$ cat src/hw/rtl/kst_pkg.sv
// shared types, codes and constants for the keyed slot table
package kst_pkg;

   localparam int SLOTS_DEF  = 64;
   localparam int MODE_W     = 2;
   localparam int KEY_W      = 64;
   localparam int VAL_W      = 64;
   localparam int STATUS_W   = 2;
   localparam int SLOT_OUT_W = 6;

   localparam logic [MODE_W-1:0] MODE_INSERT = 2'd0;
   localparam logic [MODE_W-1:0] MODE_DELETE = 2'd1;
   localparam logic [MODE_W-1:0] MODE_LOOKUP = 2'd2;

   localparam logic [STATUS_W-1:0] ST_OK        = 2'd0;
   localparam logic [STATUS_W-1:0] ST_FULL      = 2'd1;
   localparam logic [STATUS_W-1:0] ST_NOT_FOUND = 2'd2;

   typedef struct packed {
      logic [MODE_W-1:0] mode;
      logic [KEY_W-1:0]  key;
      logic [VAL_W-1:0]  value;
   } req_type;

   typedef struct packed {
      logic [STATUS_W-1:0]   status;
      logic [VAL_W-1:0]      found_value;
      logic [SLOT_OUT_W-1:0] slot;
   } rsp_type;

   typedef struct packed {
      logic accept;
      logic clear;
      logic set_full;
      logic scan;
      logic ins_write;
      logic ins_finish;
      logic del_write;
      logic lkp_finish;
      logic set_miss;
      logic load_rsp;
   } cmd_type;

   typedef struct packed {
      logic [MODE_W-1:0] mode;
      logic              full;
      logic              hit;
      logic              scan_done;
      logic              clear_last;
      logic              out_free;
   } sts_type;

endpackage

$ cat src/hw/rtl/kst_ctrl.sv
// sequencing state machine for the keyed slot table
module kst_ctrl (
   input  logic             clock,
   input  logic             reset,
   input  logic             req_valid,
   output logic             req_ready,
   input  kst_pkg::sts_type sts,
   output kst_pkg::cmd_type cmd
);

   typedef enum logic [7:0] {
      S_CLEAR = 8'b0000_0001,
      S_IDLE  = 8'b0000_0010,
      S_CHECK = 8'b0000_0100,
      S_SCAN  = 8'b0000_1000,
      S_APPLY = 8'b0001_0000,
      S_INS   = 8'b0010_0000,
      S_LRD   = 8'b0100_0000,
      S_DONE  = 8'b1000_0000
   } state_type;

   state_type state_ff;
   state_type state_in;

   always_comb begin
      state_in  = state_ff;
      cmd       = '0;
      req_ready = 1'b0;
      unique case (state_ff)
         S_CLEAR: begin
            cmd.clear = 1'b1;
            if (sts.clear_last) begin
               state_in = S_IDLE;
            end
         end
         S_IDLE: begin
            req_ready = 1'b1;
            if (req_valid) begin
               cmd.accept = 1'b1;
               state_in   = S_CHECK;
            end
         end
         S_CHECK: begin
            if (sts.mode == kst_pkg::MODE_INSERT && sts.full) begin
               cmd.set_full = 1'b1;
               state_in     = S_DONE;
            end else begin
               state_in = S_SCAN;
            end
         end
         S_SCAN: begin
            cmd.scan = 1'b1;
            if (sts.scan_done) begin
               state_in = S_APPLY;
            end
         end
         S_APPLY: begin
            unique case (sts.mode)
               kst_pkg::MODE_INSERT: begin
                  cmd.ins_write = 1'b1;
                  state_in      = S_INS;
               end
               kst_pkg::MODE_DELETE: begin
                  cmd.del_write = sts.hit;
                  cmd.set_miss  = !sts.hit;
                  state_in      = S_DONE;
               end
               default: begin
                  // lookup, and the unused fourth code
                  if (sts.hit) begin
                     state_in = S_LRD;
                  end else begin
                     cmd.set_miss = 1'b1;
                     state_in     = S_DONE;
                  end
               end
            endcase
         end
         S_INS: begin
            cmd.ins_finish = 1'b1;
            state_in       = S_DONE;
         end
         S_LRD: begin
            cmd.lkp_finish = 1'b1;
            state_in       = S_DONE;
         end
         S_DONE: begin
            if (sts.out_free) begin
               cmd.load_rsp = 1'b1;
               state_in     = S_IDLE;
            end
         end
         default: begin
            state_in = S_CLEAR;
         end
      endcase
   end

   always_ff @(posedge clock) begin
      if (reset) begin
         state_ff <= S_CLEAR;
      end else begin
         state_ff <= state_in;
      end
   end

   a_accept_to_check: assert property (@(posedge clock) disable iff (reset)
      (req_valid && req_ready) |=> (state_ff == S_CHECK))
      else $error("accepted item did not start processing");

   a_apply_after_scan: assert property (@(posedge clock) disable iff (reset)
      (state_ff == S_APPLY) |-> ($past(state_ff) == S_SCAN))
      else $error("update stage entered without a finished scan");

endmodule

$ cat config.mk
export PLATFORM = sky130hd
export DESIGN_NAME = kst_ctrl
export DESIGN_NICKNAME = d
export VERILOG_FILES = /design/src/hw/rtl/kst_pkg.sv /design/src/hw/rtl/kst_ctrl.sv
export SDC_FILE = /design/constraint.sdc
export NUM_CORES = 1
export LEC_CHECK = 0
export BUFFER_PORTS_ARGS = -buffer_cell sky130_fd_sc_hd__clkbuf_2
export CORE_MARGIN = 3
export CORE_UTILIZATION = 45
export CTS_BUF_LIST = sky130_fd_sc_hd__clkbuf_8
export DETAILED_ROUTE_END_ITERATION = 10
export PLACE_DENSITY = 0.75
export SYNTH_ARGS = -nofsm -noshare
export SYNTH_HDL_FRONTEND = slang
export SYNTH_SLANG_ARGS = --single-unit
$ cat constraint.sdc
create_clock -name clock -period 1.7 [get_ports clock]
set_clock_uncertainty 0.15 [all_clocks]
set_input_delay 0 -clock clock [delete_from_list [all_inputs] [get_ports clock]]
set_output_delay 0 -clock clock [all_outputs]
set_load 0.005 [all_outputs]
== After elaboration in Yosys (flattened, before gate mapping) ==
Index checks and enable logic that the tools add are counted.

* Equal/unequal tests: 13
* Muxes and demuxes: 26
* Reductions and logical operators: 5

{| class="wikitable"
|+ Operators by type and width
! operator !! number
|-
| case mux 8 bit (7 select lines) || 1
|-
| 2-to-1 mux 8 bit || 6
|-
| 2-to-1 mux 1 bit || 17
|-
| case mux 8 bit (2 select lines) || 1
|-
| equality test 8 x 1 -> 1 bit, second input constant || 1
|-
| equality test 8 x 2 -> 1 bit, second input constant || 1
|-
| equality test 8 x 3 -> 1 bit, second input constant || 1
|-
| equality test 8 x 4 -> 1 bit, second input constant || 1
|-
| equality test 8 x 5 -> 1 bit, second input constant || 1
|-
| equality test 8 x 6 -> 1 bit, second input constant || 1
|-
| equality test 8 x 7 -> 1 bit, second input constant || 1
|-
| equality test 8 bit, second input constant || 1
|-
| inequality test 2 bit, second input constant || 4
|-
| AND reduction 4 bit || 1
|-
| equality test 2 x 1 -> 1 bit, second input constant || 1
|-
| logical NOT 2 bit || 1
|-
| case mux 1 bit (2 select lines) || 1
|-
| OR reduction 2 bit || 1
|-
| logical AND 1 bit || 1
|-
| logical NOT 1 bit || 1
|}

* Bits in registers: 8
* Input bits: 10
* Output and inout bits: 11
* Word-level logic and storage cells: 45

== Logic depth before layout (Yosys ltp) ==
Gate-level depths: netlist of run 1.

* Word-level depth: 4
* Gate-level depth with buffers: 5
* Mapped depth without buffers: 4

== Least setup slack after synthesis of run 1 ==
No wires, ideal clock.

* Kind: reg2reg
* Start point: register state_ff[6]
* End point: register state_ff[1]
* Setup time: 0.127 ns
* Arrival: 1.297 ns
* Data required time: 1.423 ns
* Path slack: 0.126 ns
* Stages on the path, launching flop included: 5
* Path buffers: 1
* Period minus slack after synthesis: 1.574 ns
* Cells stage by stage: dfxtp_1 > buf_6 > or4b_4 > o311ai_4 > o22ai_1

* Longest elaborated chain between the ends: 3
* Elaborated cells between the ends (all ways): 15
* Those cells by class: eq/ne: 12; mux: 1; reduce/logical: 2

{| class="wikitable"
|+ Ends and longest elaborated chain
! item !! RTL line !! text
|-
| start, declared || kst_ctrl.sv:22 || <nowiki>state_type state_ff;</nowiki>
|-
| start signal, assigned || kst_ctrl.sv:103 || <nowiki>state_ff <= state_in;</nowiki>
|-
| equality test 8 x 6 -> 1 bit (tied with other cells) || kst_ctrl.sv:29 || <nowiki>unique case (state_ff)</nowiki>
|-
| OR reduction 2 bit (no source line) / inequality test 2 bit (equally long branches) || n/a ||
|-
| case mux 8 bit (7 select lines) / AND reduction 4 bit (equally long branches) || n/a ||
|}

Parallel ways exist; a longest one is shown, timed or not.
A chain may end at the register's enable or synchronous reset.

==> flow_summary_export.csv, run 1 <==
group,metric,value,unit
power,swShare,35.3,%
setup_path,critPathArrivalTime,1.53,ns
floorplanning,fp-row-count,12,
synthesis,yosysTopAreaCellShare,25.5,%
setup_path,end_kind,"primary output",
clock_network,cts_num_sinks,8,
power,pwr-share-comb,39.4,%
sta,slew_headroom,78.3,%
synthesis,synth_edf_count,0,
place,dp.cells,110,
finish,syn_to_final_growth,52.4,%
detailed_routing,vias_per_cell,5.76,
place,gp_congestion,0.803,
synthesis,synth.cell_area,628,sq um
clock_network,cts_max_path_buffers,2,
power,intPower,507,uW
power,power.switching,277,uW
sta,tightest_slew,0.323,ns
finish,reg.largest.list,"state_ff: 8 flops",
finish,regMostFlops,"state_ff",
grt,grt_usage,19.2,%
flow_run,maxCapViolCount,0,
synthesis,synth_area_leader_cell,"dfxtp_1",
run_status,status,"complete, no violations",
sta,min_period,1.68,ns
detailed_routing,ant_nets,0,
worst_hold_path,holdCritPathClass,"reg2reg",
detailed_routing,dr.pass1.iters,4,
sta,setup_violations,0,
setup_path,worst_ep_required_time,1.55,ns
grt,grt_overflow,0,
synthesis,ys_seq_area_share,25.5,%
sta,fin_ws,0.0176,ns
finish,drive_gt1_share,46.4,%
power,pwr-share-clk,28.7,%
floorplanning,core,1200,sq um
power,powerDensity,819,nW/um^2
floorplanning,initial_utilization,52.3,%
setup_path,crit_path_cell_trace,"nor4_2, nand4b_1, buf_6, nor3_2, buf_2",
floorplanning,die_w,43.4,um
finish,largest_reg_flops,8,
finish,antenna_cells,0,
sta,fmax,0.594,GHz
synthesis,ys_ff_latch,8,
synthesis,synth.area.top_cells,"dfxtp_1, nor3_1, buf_6",
setup_path,crit_family,"simple AND/OR/NAND/NOR gates",
power,pwr-share-seq,31.9,%
grt,grt_pass1_wl,2.75,mm
floorplanning,io-pin-count,21,
setup_path,path_buf_inv,2,
setup_path,cp_max_fo,7,
sta,rsz0062_at_grt,"yes",
power,p_leak,0.000402,uW
clock_network,htreeDepth,1,
floorplanning,die_area,1880,sq um
place,place_hpwl,1.15,mm
finish,fillers,82,
finish,layout.cells.non_filler,126,
synthesis,async_flop_share,0,%
clock_network,cts.clk_slew.worst_paths,0.04,ns
place,dp_slack,0.0201,ns
synthesis,synth_nets,85,
grt,antenna_found_initial,0,
power,power,784,uW
finish,num-nets-final,124,
sta,drv_slew,0,
setup_path,path_class,"reg2out",
clock_network,clock_latency,0.23,ns
synthesis,synth_common_cells,"dfxtp_1, nor2_1, nor3_1",
place,portBuffers,20,
sta,period_share,99.0,%
detailed_routing,finalWirelength,1.85,mm
sta,hold_violations,0,
detailed_routing,vias,726,
detailed_routing,wire_per_inst,14.7,um
synthesis,synthCells,75,
synthesis,syn_area_per_cell,8.37,sq um
synthesis,ys_warn_count,0,
detailed_routing,dr.first_iter.drc_count,8,
power,ir_drop,0.000558,V
clock_network,cts_tree,"done",
clock_network,cts_buffers,3,
grt,grt_max_degree,10,
synthesis,ys_types,32,
setup_path,startpoint_type,"flop",
floorplanning,die_h,43.4,um
detailed_routing,drc,0,
synthesis,synthFlopType,"dfxtp_1",
grt,grt_pass1_vias,668,
setup_path,slowest_delay,0.36,ns
clock_network,root_buffer,"clkbuf_8",
setup_path,crit_slowest_cell,"dfxtp_2",
==> power groups by stage <==
stage               Combinational, uW  Clock (uW)  Sequential [uW]
floorplan                         195           0              230
global placement                  250           0              247
detailed placement                253           0              248
CTS                               272         229              245
global route                      334         240              255
finish                            309         225              250
==> worst register-to-register path, stage by stage (launching register included) <==
cell      delay (ns)
dfxtp_2         0.42
or4b_4          0.52
o311ai_4        0.28
o22ai_1         0.14
==> worst paths after layout <==
check | startpoint | to | slack, ns | depth (start not counted)
setup / recovery | state_ff[2]$_SDFFE_PP0P_ | cmd[3] | 0.02 | 5
hold / removal | state_ff[1]$_SDFFE_PP0P_ | state_ff[4]$_SDFFE_PP0P_ | 0.39 | 1
setup reg to reg | state_ff[7]$_SDFFE_PP0P_ | state_ff[1]$_SDFFE_PP0P_ | 0.08 | 3
hold reg to reg | state_ff[1]$_SDFFE_PP0P_ | state_ff[4]$_SDFFE_PP0P_ | 0.39 | 1
==> routing by layer <==
metal	routed length [um]	GRT usage (%)	share of wire (%)	up-vias
li1	-	-	-	355
met2	942	32.2	51	21
met4	19	9.64	1.0	0
met3	98	4.98	5.3	2
met5	0	0	0	-
met1	786	22.4	43	348
==> per-stage QoR <==
stage | area [sq um] | hold slack, ns | util (%) | TNS, ns
finish | 957 | 0.385 | 79.7 | 0
global route | 957 | 0.406 | 79.7 | -0.272
CTS | 893 | 0.382 | 74.4 | 0
detailed placement | 744 | 0.0762 | 62.0 | 0
global placement | 744 | 0.0734 | 62.0 | 0
floorplan | 628 | -0.116 | - | 0
==> cells in the final DEF, fill, tap and decap left out, types with 2 or more instances in the layout <==
cell type	Yosys	final
dlygate4sd3_1	0	10
xnor2_1	2	2
nor3b_1	4	4
nor4_1	4	4
buf_2	1	2
nor2_1	8	7
and2_1	2	2
nand2_1	6	5
a21oi_1	2	2
dfxtp_2	0	7
clkbuf_8	0	3
nand3_1	2	2
nor4b_2	0	2
nor3_2	0	2
nor3_1	8	6
clkbuf_2	0	18
inv_1	4	4
buf_4	1	8
==> cell type report <==
class	count	area (sq um)	share of cell area [%]
inverters	4	15.0	1.57
multi-input cells	58	443	46.3
clock buffers	3	41.3	4.31
flip-flops and latches	8	169	17.6
well taps	14	17.5	1.83
repair buffers	39	272	28.4
==> logic make-up (layout without fill, tap and decap cells) <==
| kind of cell | count (synthesis) | in the layout | share of synthesized area (%) |
|---|---|---|---|
| AOI/OAI and AO/OA | 9 | 9 | 14.1 |
| xor gates and xnor gates | 3 | 3 | 4.18 |
| buffers and inverters | 9 | 46 | 9.76 |
| DFF | 8 | 8 | 25.5 |
| and+or+nand+nor | 46 | 46 | 46.4 |
==> repair_timing <==
item,in CTS,in global routing
gates resized for setup,0,17
hold endpoints to repair,7,0
buffers inserted,1,2
gates cloned,0,0
hold buffers,10,0
pin swaps,1,6
setup endpoints to repair,3,9
(Power assumes the default switching activity.)
==> run 2: changes to the inputs <==
CORE_MARGIN = 1   (was 3)
==> run 2 against run 1 <==
Wire length decreased by 0.65%. Critical path depth stayed put. Hold slack got worse by 0.37 ns. First-iteration DRC count grew to 4.3 times the previous value. Global-route usage rose by 8.6 points. Via count is 0.96% higher. Non-clock buffer count fell by 1. Flip-flop and latch count is the same. Sequential power about the same. Critical endpoint is now state_ff[4]$_SDFFE_PP0P_.
==> flow_summary_export.csv, run 2 (synthesized netlist as in run 1, its figures left out) <==
group,metric,value,unit
detailed_routing,dr.pass1.iters,4,
sta,tightest_slew,0.343,ns
finish,syn_to_final_growth,53.6,%
sta,period_share,98.2,%
grt,grtUsageMet1,32.1,%
power,ir_drop,0.000485,V
floorplanning,die_w,39.4,um
sta,holdWs,0.0149,ns
floorplanning,core,1300,sq um
detailed_routing,vias,733,
finish,antenna_cells,0,
detailed_routing,drc,0,
sta,drv_slew,0,
floorplanning,die_h,39.4,um
place,postPlaceCellArea,746,sq um
clock_network,cts_buffers,3,
flow_run,maxCapViolCount,0,
power,p_leak,0.000400,uW
finish,mostFrequentLayoutCell,"clkbuf_2",
clock_network,root_buffer,"clkbuf_8",
setup_path,critPathArrivalTime,1.65,ns
sta,hold_violations,0,
clock_network,clock_latency,0.22,ns
finish,final_area,965,sq um
grt,grt_pass1_vias,656,
power,intPower,522,uW
clock_network,cts_tree,"done",
grt,antenna_found_initial,0,
grt,grt.busiest_layer,"met2",
sta,setup_violations,0,
setup_path,cp_max_fo,6,
clock_network,htreeDepth,1,
setup_path,worst_ep_required_time,1.68,ns
sta,min_period,1.67,ns
finish,largest_reg_flops,8,
grt,grt_pass1_wl,2.82,mm
finish,final_cell_mix,"clkbuf_2, dlygate4sd3_1, nor2_1, nor3_1, buf_4",
sta,slew_headroom,77.0,%
floorplanning,die_area,1550,sq um
detailed_routing,wire_per_inst,14.6,um
clock_network,cts_num_sinks,8,
place,gp_congestion,0.812,
power,pwr-share-comb,41.0,%
setup_path,end_kind,"flop",
place,place_hpwl,1.19,mm
sta,rsz0062_at_grt,"yes",
detailed_routing,finalWirelength,1.83,mm
grt,grt_overflow,0,
grt,met3_usage,5.11,%
detailed_routing,ant_nets,0,
finish,regMostFlops,"state_ff",
place,portBuffers,20,
grt,grt_max_degree,11,
power,powerDensity,834,nW/um^2
power,pwr-share-seq,31.4,%
detailed_routing,vias_per_cell,5.82,
grt,met2_usage,50.0,%
finish,num-nets-final,123,
power,power.switching,282,uW
sta,fmax,0.599,GHz
finish,reg.largest.list,"state_ff: 8 flops",
clock_network,cts.clk_slew.worst_paths,0.04,ns
setup_path,startpoint_type,"flop",
power,pwr-share-clk,27.6,%
setup_path,path_class,"reg2reg",
power,swShare,35.0,%
clock_network,cts_max_path_buffers,2,
finish,drive_gt1_share,46.8,%
floorplanning,fp-row-count,13,
run_status,status,"complete, no violations",
floorplanning,initial_utilization,48.3,%
worst_hold_path,holdCritPathClass,"in2reg",
detailed_routing,dr.first_iter.drc_count,34,
grt,grt_usage,27.8,%
floorplanning,io-pin-count,21,
-- run 2: power by group through the flow --
stage	clock [uW]	combinational, uW	sequential [uW]
finish	222	330	252
global route	243	356	255
CTS	224	298	244
detailed placement	0	266	247
global placement	0	263	247
floorplan	0	195	230
-- run 2: area by class of cell --
cell class	count	area (sq um)
inverter	4	15.0
tap	15	18.8
sequential	8	173
multi-input combinational	58	452
timing repair buffer	38	265
fill	91	337
clock buffer	3	41.3
-- run 2: what timing repair did --
action	CTS	global route
hold buffers	9	0
buffers inserted	2	1
hold endpoints to repair	6	0
gates resized for setup	2	17
endpoints found under the setup margin	5	10
pin swaps	1	5
-- run 2: path summary, 6_finish.rpt --
check	from	to	slack (ns)	cells after the start
min reg2reg	state_ff[1]$_SDFFE_PP0P_	state_ff[4]$_SDFFE_PP0P_	0.44	1
min	sts[0]	state_ff[2]$_SDFFE_PP0P_	0.01	3
max	state_ff[3]$_SDFFE_PP0P_	state_ff[4]$_SDFFE_PP0P_	0.03	5
max reg2reg	state_ff[3]$_SDFFE_PP0P_	state_ff[4]$_SDFFE_PP0P_	0.03	5
-- run 2: worst max-delay path, cell delays in order (launching register included) --
cell and delay [ns]:
dfxtp_4 0.36, buf_6 0.13, nor3b_1 0.14, o211ai_1 0.33
o311ai_4 0.18, nor4b_2 0.29
-- run 2: routing by layer --
metal / vias to the layer above / share of wire [%]
li1: 355 / -
met4: 0 / 1.8
met2: 30 / 53
met1: 342 / 41
met3: 6 / 3.8
met5: - / 0
-- run 2: stage by stage --
stage                     instances  TNS (ns)  total power [uW]  utilization, %  worst slack [ns]
after floorplan                  75         0               425               -             0.126
after global placement          111         0               509            57.3            0.0863
after detailed placement        111         0               513            57.3            0.0424
after CTS                       125  -0.00196               767            69.4          -0.00196
after global routing            126   -0.0383               854            74.1           -0.0200
final                           126         0               804            74.1            0.0300
==> run 3: changes to the inputs <==
CAP_MARGIN = 20   (was not set)
SETUP_SLACK_MARGIN = 0.4   (was not set)
==> run 3 against run 2 <==
The flow now stops in global routing (5_1_grt). Synthesized area did not move. Synthesized cell count unchanged.
==> flow_summary_export.csv, run 3 <==
group,metric,value,unit
clock_network,cts_max_path_buffers,2,
clock_network,cts_buffers,3,
run_status,status,"aborted with a tool error",
synthesis,ys_seq_area_share,25.5,%
clock_network,htreeDepth,1,
place,portBuffers,20,
synthesis,synth_nets,85,
synthesis,synthCells,75,
place,gp_congestion,0.824,
synthesis,synthFlopType,"dfxtp_1",
run_status,error_line,"[ERROR DPL-0038] Utilization greater than 100%, impossible to legalize",
grt,grt_max_degree,9,
sta,worst_path_end_type,"primary output",
floorplanning,die_w,39.4,um
sta,grt_worst_setup_endpoint,"cmd[3]",
synthesis,ys_types,32,
clock_network,cts_num_sinks,8,
run_status,lastStage,"global routing (5_1_grt)",
synthesis,ys_warn_count,0,
place,place_hpwl,1.18,mm
synthesis,async_flop_share,0,%
synthesis,synth_edf_count,0,
synthesis,synth.area.top_cells,"dfxtp_1, nor3_1, buf_6",
synthesis,synth.cell_area,628,sq um
clock_network,root_buffer,"clkbuf_8",
synthesis,syn_area_per_cell,8.37,sq um
synthesis,synth_common_cells,"dfxtp_1, nor2_1, nor3_1",
floorplanning,fp-row-count,13,
synthesis,ys_ff_latch,8,
synthesis,synth_area_leader_cell,"dfxtp_1",
floorplanning,initial_utilization,48.3,%
floorplanning,die_h,39.4,um
synthesis,yosysTopAreaCellShare,25.5,%
floorplanning,io-pin-count,21,
==> run 3: metrics by stage <==
step / hold slack, ns / instance area [sq um] / util [%] / worst slack (ns) / std cells
4_1_cts: -0.0197 / 1120 / 86.1 / 0.102 / 138
3_5_place_dp: 0.0712 / 772 / 59.3 / 0.0945 / 113
3_3_place_gp: 0.0686 / 772 / 59.3 / 0.108 / 113
2_1_floorplan: -0.126 / 639 / - / 0.126 / 75
==> run 3: logic make-up after synthesis <==
kind of cell	count (synthesis)	share of synthesized area [%]
flops	8	25.5
simple gates	46	46.4
xor+xnor	3	4.18
compound gates	9	14.1
buf+inv	9	9.76
==> run 3: repair_timing <==
| item | in CTS |
|---|---|
| endpoints found under the hold margin | 7 |
| pin swaps | 13 |
| hold buffers | 9 |
| setup buffers | 13 |
| setup endpoints to repair | 19 |
| resized for setup | 32 |
==> run 4: changes to the inputs <==
CORE_AREA = 2 2 63 65   (was not set)
CORE_MARGIN = not set   (was 1)
CORE_UTILIZATION = not set   (was 45)
CTS_BUF_LIST = not set   (was sky130_fd_sc_hd__clkbuf_8)
DIE_AREA = 0 0 65 67   (was not set)
PLACE_DENSITY = not set   (was 0.75)
PLACE_DENSITY_LB_ADDON = 0.15   (was not set)
SETUP_SLACK_MARGIN = not set   (was 0.4)
clock period = 2.2 ns   (was 1.7 ns; I/O delays follow)
==> run 4 against run 3 <==
The run now ends clean.
==> flow_summary_export.csv, run 4 (synthesized netlist as in run 1, its figures left out) <==
group,metric,value,unit
clock_network,cts_tree,"done",
finish,regMostFlops,"state_ff",
flow_run,maxCapViolCount,0,
floorplanning,die_w,65,um
setup_path,regToRegEndpoint,"state_ff[5]$_SDFFE_PP0P_",
setup_path,rrSetupSlack,0.17,ns
detailed_routing,ant_nets,0,
setup_path,worst_ep_required_time,2.22,ns
finish,final_cell_mix,"clkbuf_2, dlygate4sd3_1, nor2_1, dfxtp_1, nor3_1",
clock_network,cts.clk_slew.worst_paths,0.04,ns
finish,reg.largest.list,"state_ff: 8 flops",
grt,antenna_found_initial,0,
setup_path,cp_max_fo,11,
clock_network,clock_latency,0.23,ns
place,place_hpwl,1.34,mm
floorplanning,die_h,67,um
clock_network,htreeDepth,1,
sta,tightest_slew,0.557,ns
detailed_routing,vias,665,
grt,grt_pass1_vias,642,
setup_path,r2r-start,"state_ff[3]$_SDFFE_PP0P_",
power,p_leak,0.000356,uW
place,postPlaceCellArea,742,sq um
grt,grt_pass1_wl,2.81,mm
worst_hold_path,holdPathEnd,"cmd[5]",
sta,min_period,2.03,ns
floorplanning,die_area,4360,sq um
finish,final_area,896,sq um
sta,fmax,0.493,GHz
clock_network,cts_max_path_buffers,2,
setup_path,r2r_cells,4,
floorplanning,fp-row-count,22,
sta,hold_violations,0,
sta,rsz0062_at_grt,"no",
grt,grt_max_degree,13,
power,powerDensity,620,nW/um^2
sta,tns,0,ns
setup_path,startpoint_type,"flop",
finish,antenna_cells,0,
detailed_routing,finalWirelength,1.74,mm
setup_path,end_kind,"flop",
detailed_routing,drc,0,
finish,mostFrequentLayoutCell,"clkbuf_2",
floorplanning,initial_utilization,17.4,%
clock_network,cts_num_sinks,8,
floorplanning,core,3610,sq um
sta,period_share,92.2,%
finish,largest_reg_flops,8,
detailed_routing,dr.first_iter.drc_count,13,
clock_network,cts_buffers,3,
setup_path,critPathArrivalTime,2.05,ns
worst_hold_path,min_from,"sts[6]",
finish,syn_to_final_growth,42.6,%
sta,drv_slew,0,
detailed_routing,vias_per_cell,4.38,
run_status,status,"complete, no violations",
detailed_routing,wire_per_inst,11.4,um
detailed_routing,dr.pass1.iters,3,
worst_hold_path,holdCritPathClass,"in2out",
finish,num-nets-final,116,
power,ir_drop,0.000121,V
finish,drive_gt1_share,30.8,%
worst_hold_path,whs_path_depth,3,
place,portBuffers,20,
place,gp_congestion,0.772,
sta,slew_headroom,62.5,%
grt,grt_overflow,0,
sta,setup_violations,0,
clock_network,root_buffer,"clkbuf_8",
floorplanning,io-pin-count,21,
setup_path,path_class,"reg2reg",
grt,grt_usage,8.86,%
==> run 4: worst max-delay path by stage <==
stage / start / to / slack (ns) / cells past startpoint
CTS: state_ff[3]$_SDFFE_PP0P_ / state_ff[6]$_SDFFE_PP0P_ / 0.16 / 4
global route: state_ff[3]$_SDFFE_PP0P_ / state_ff[5]$_SDFFE_PP0P_ / 0.0003 / 4
finish: state_ff[3]$_SDFFE_PP0P_ / state_ff[5]$_SDFFE_PP0P_ / 0.17 / 4
floorplan: state_ff[6]$_SDFFE_PP0P_ / state_ff[1]$_SDFFE_PP0P_ / 0.63 / 4
detailed placement: state_ff[3]$_SDFFE_PP0P_ / state_ff[1]$_SDFFE_PP0P_ / 0.47 / 4
global placement: state_ff[7]$_SDFFE_PP0P_ / state_ff[1]$_SDFFE_PP0P_ / 0.46 / 3
==> run 4: timing repair <==
item,in CTS,in global routing
gates resized for setup,0,1
hold buffers,10,0
endpoints found under the setup margin,0,1
setup buffers,0,1
hold endpoints to repair,7,0
==> run 4: layout make-up <==
| type | instances | area [sq um] |
|---|---|---|
| Inverter | 4 | 15.0 |
| Fill cell | 386 | 2710 |
| Multi-Input combinational cell | 58 | 412 |
| Clock buffer | 3 | 41.3 |
| Tap cell | 48 | 60.1 |
| Sequential cell | 8 | 160 |
| Timing Repair Buffer | 31 | 208 |
==> run 4: per-stage QoR <==
| step | power (uW) | utilization, % | std cells | hold slack, ns | setup slack (ns) |
|---|---|---|---|---|---|
| floorplan | 328 | - | 75 | -0.116 | 0.626 |
| detailed placement | 374 | 20.6 | 138 | 0.0725 | 0.471 |
| global route | 589 | 24.8 | 152 | 0.152 | 0.000260 |
| finish | 555 | 24.8 | 152 | 0.136 | 0.171 |
| global placement | 380 | 20.6 | 138 | 0.0758 | 0.459 |
| CTS | 562 | 24.5 | 151 | 0.140 | 0.155 |
==> run 4: power by group <==
group	internal, uW	leakage (uW)	switching, uW	total [uW]
Clock	118	0.0000216	57.3	176
Combinational	82.3	0.000270	103	185
Sequential	159	0.0000650	35.6	195
Total	360	0.000356	196	555
==> run 4: layer usage <==
metal / GRT usage, % / share of wire [%] / vias to the layer above
met2: 14.0 / 49 / 13
met3: 1.69 / 3.2 / 5
met5: 0 / 0 / -
met4: 7.98 / 3.2 / 0
li1: - / - / 334
met1: 10.1 / 45 / 313
==> run 4: worst max-delay path, cell delays in order (launching register included) <==
cell	delay (ns)
dfxtp_1	0.40
nor4_2	0.34
nand4b_1	0.29
nor4_1	0.23
dlygate4sd3_1	0.57
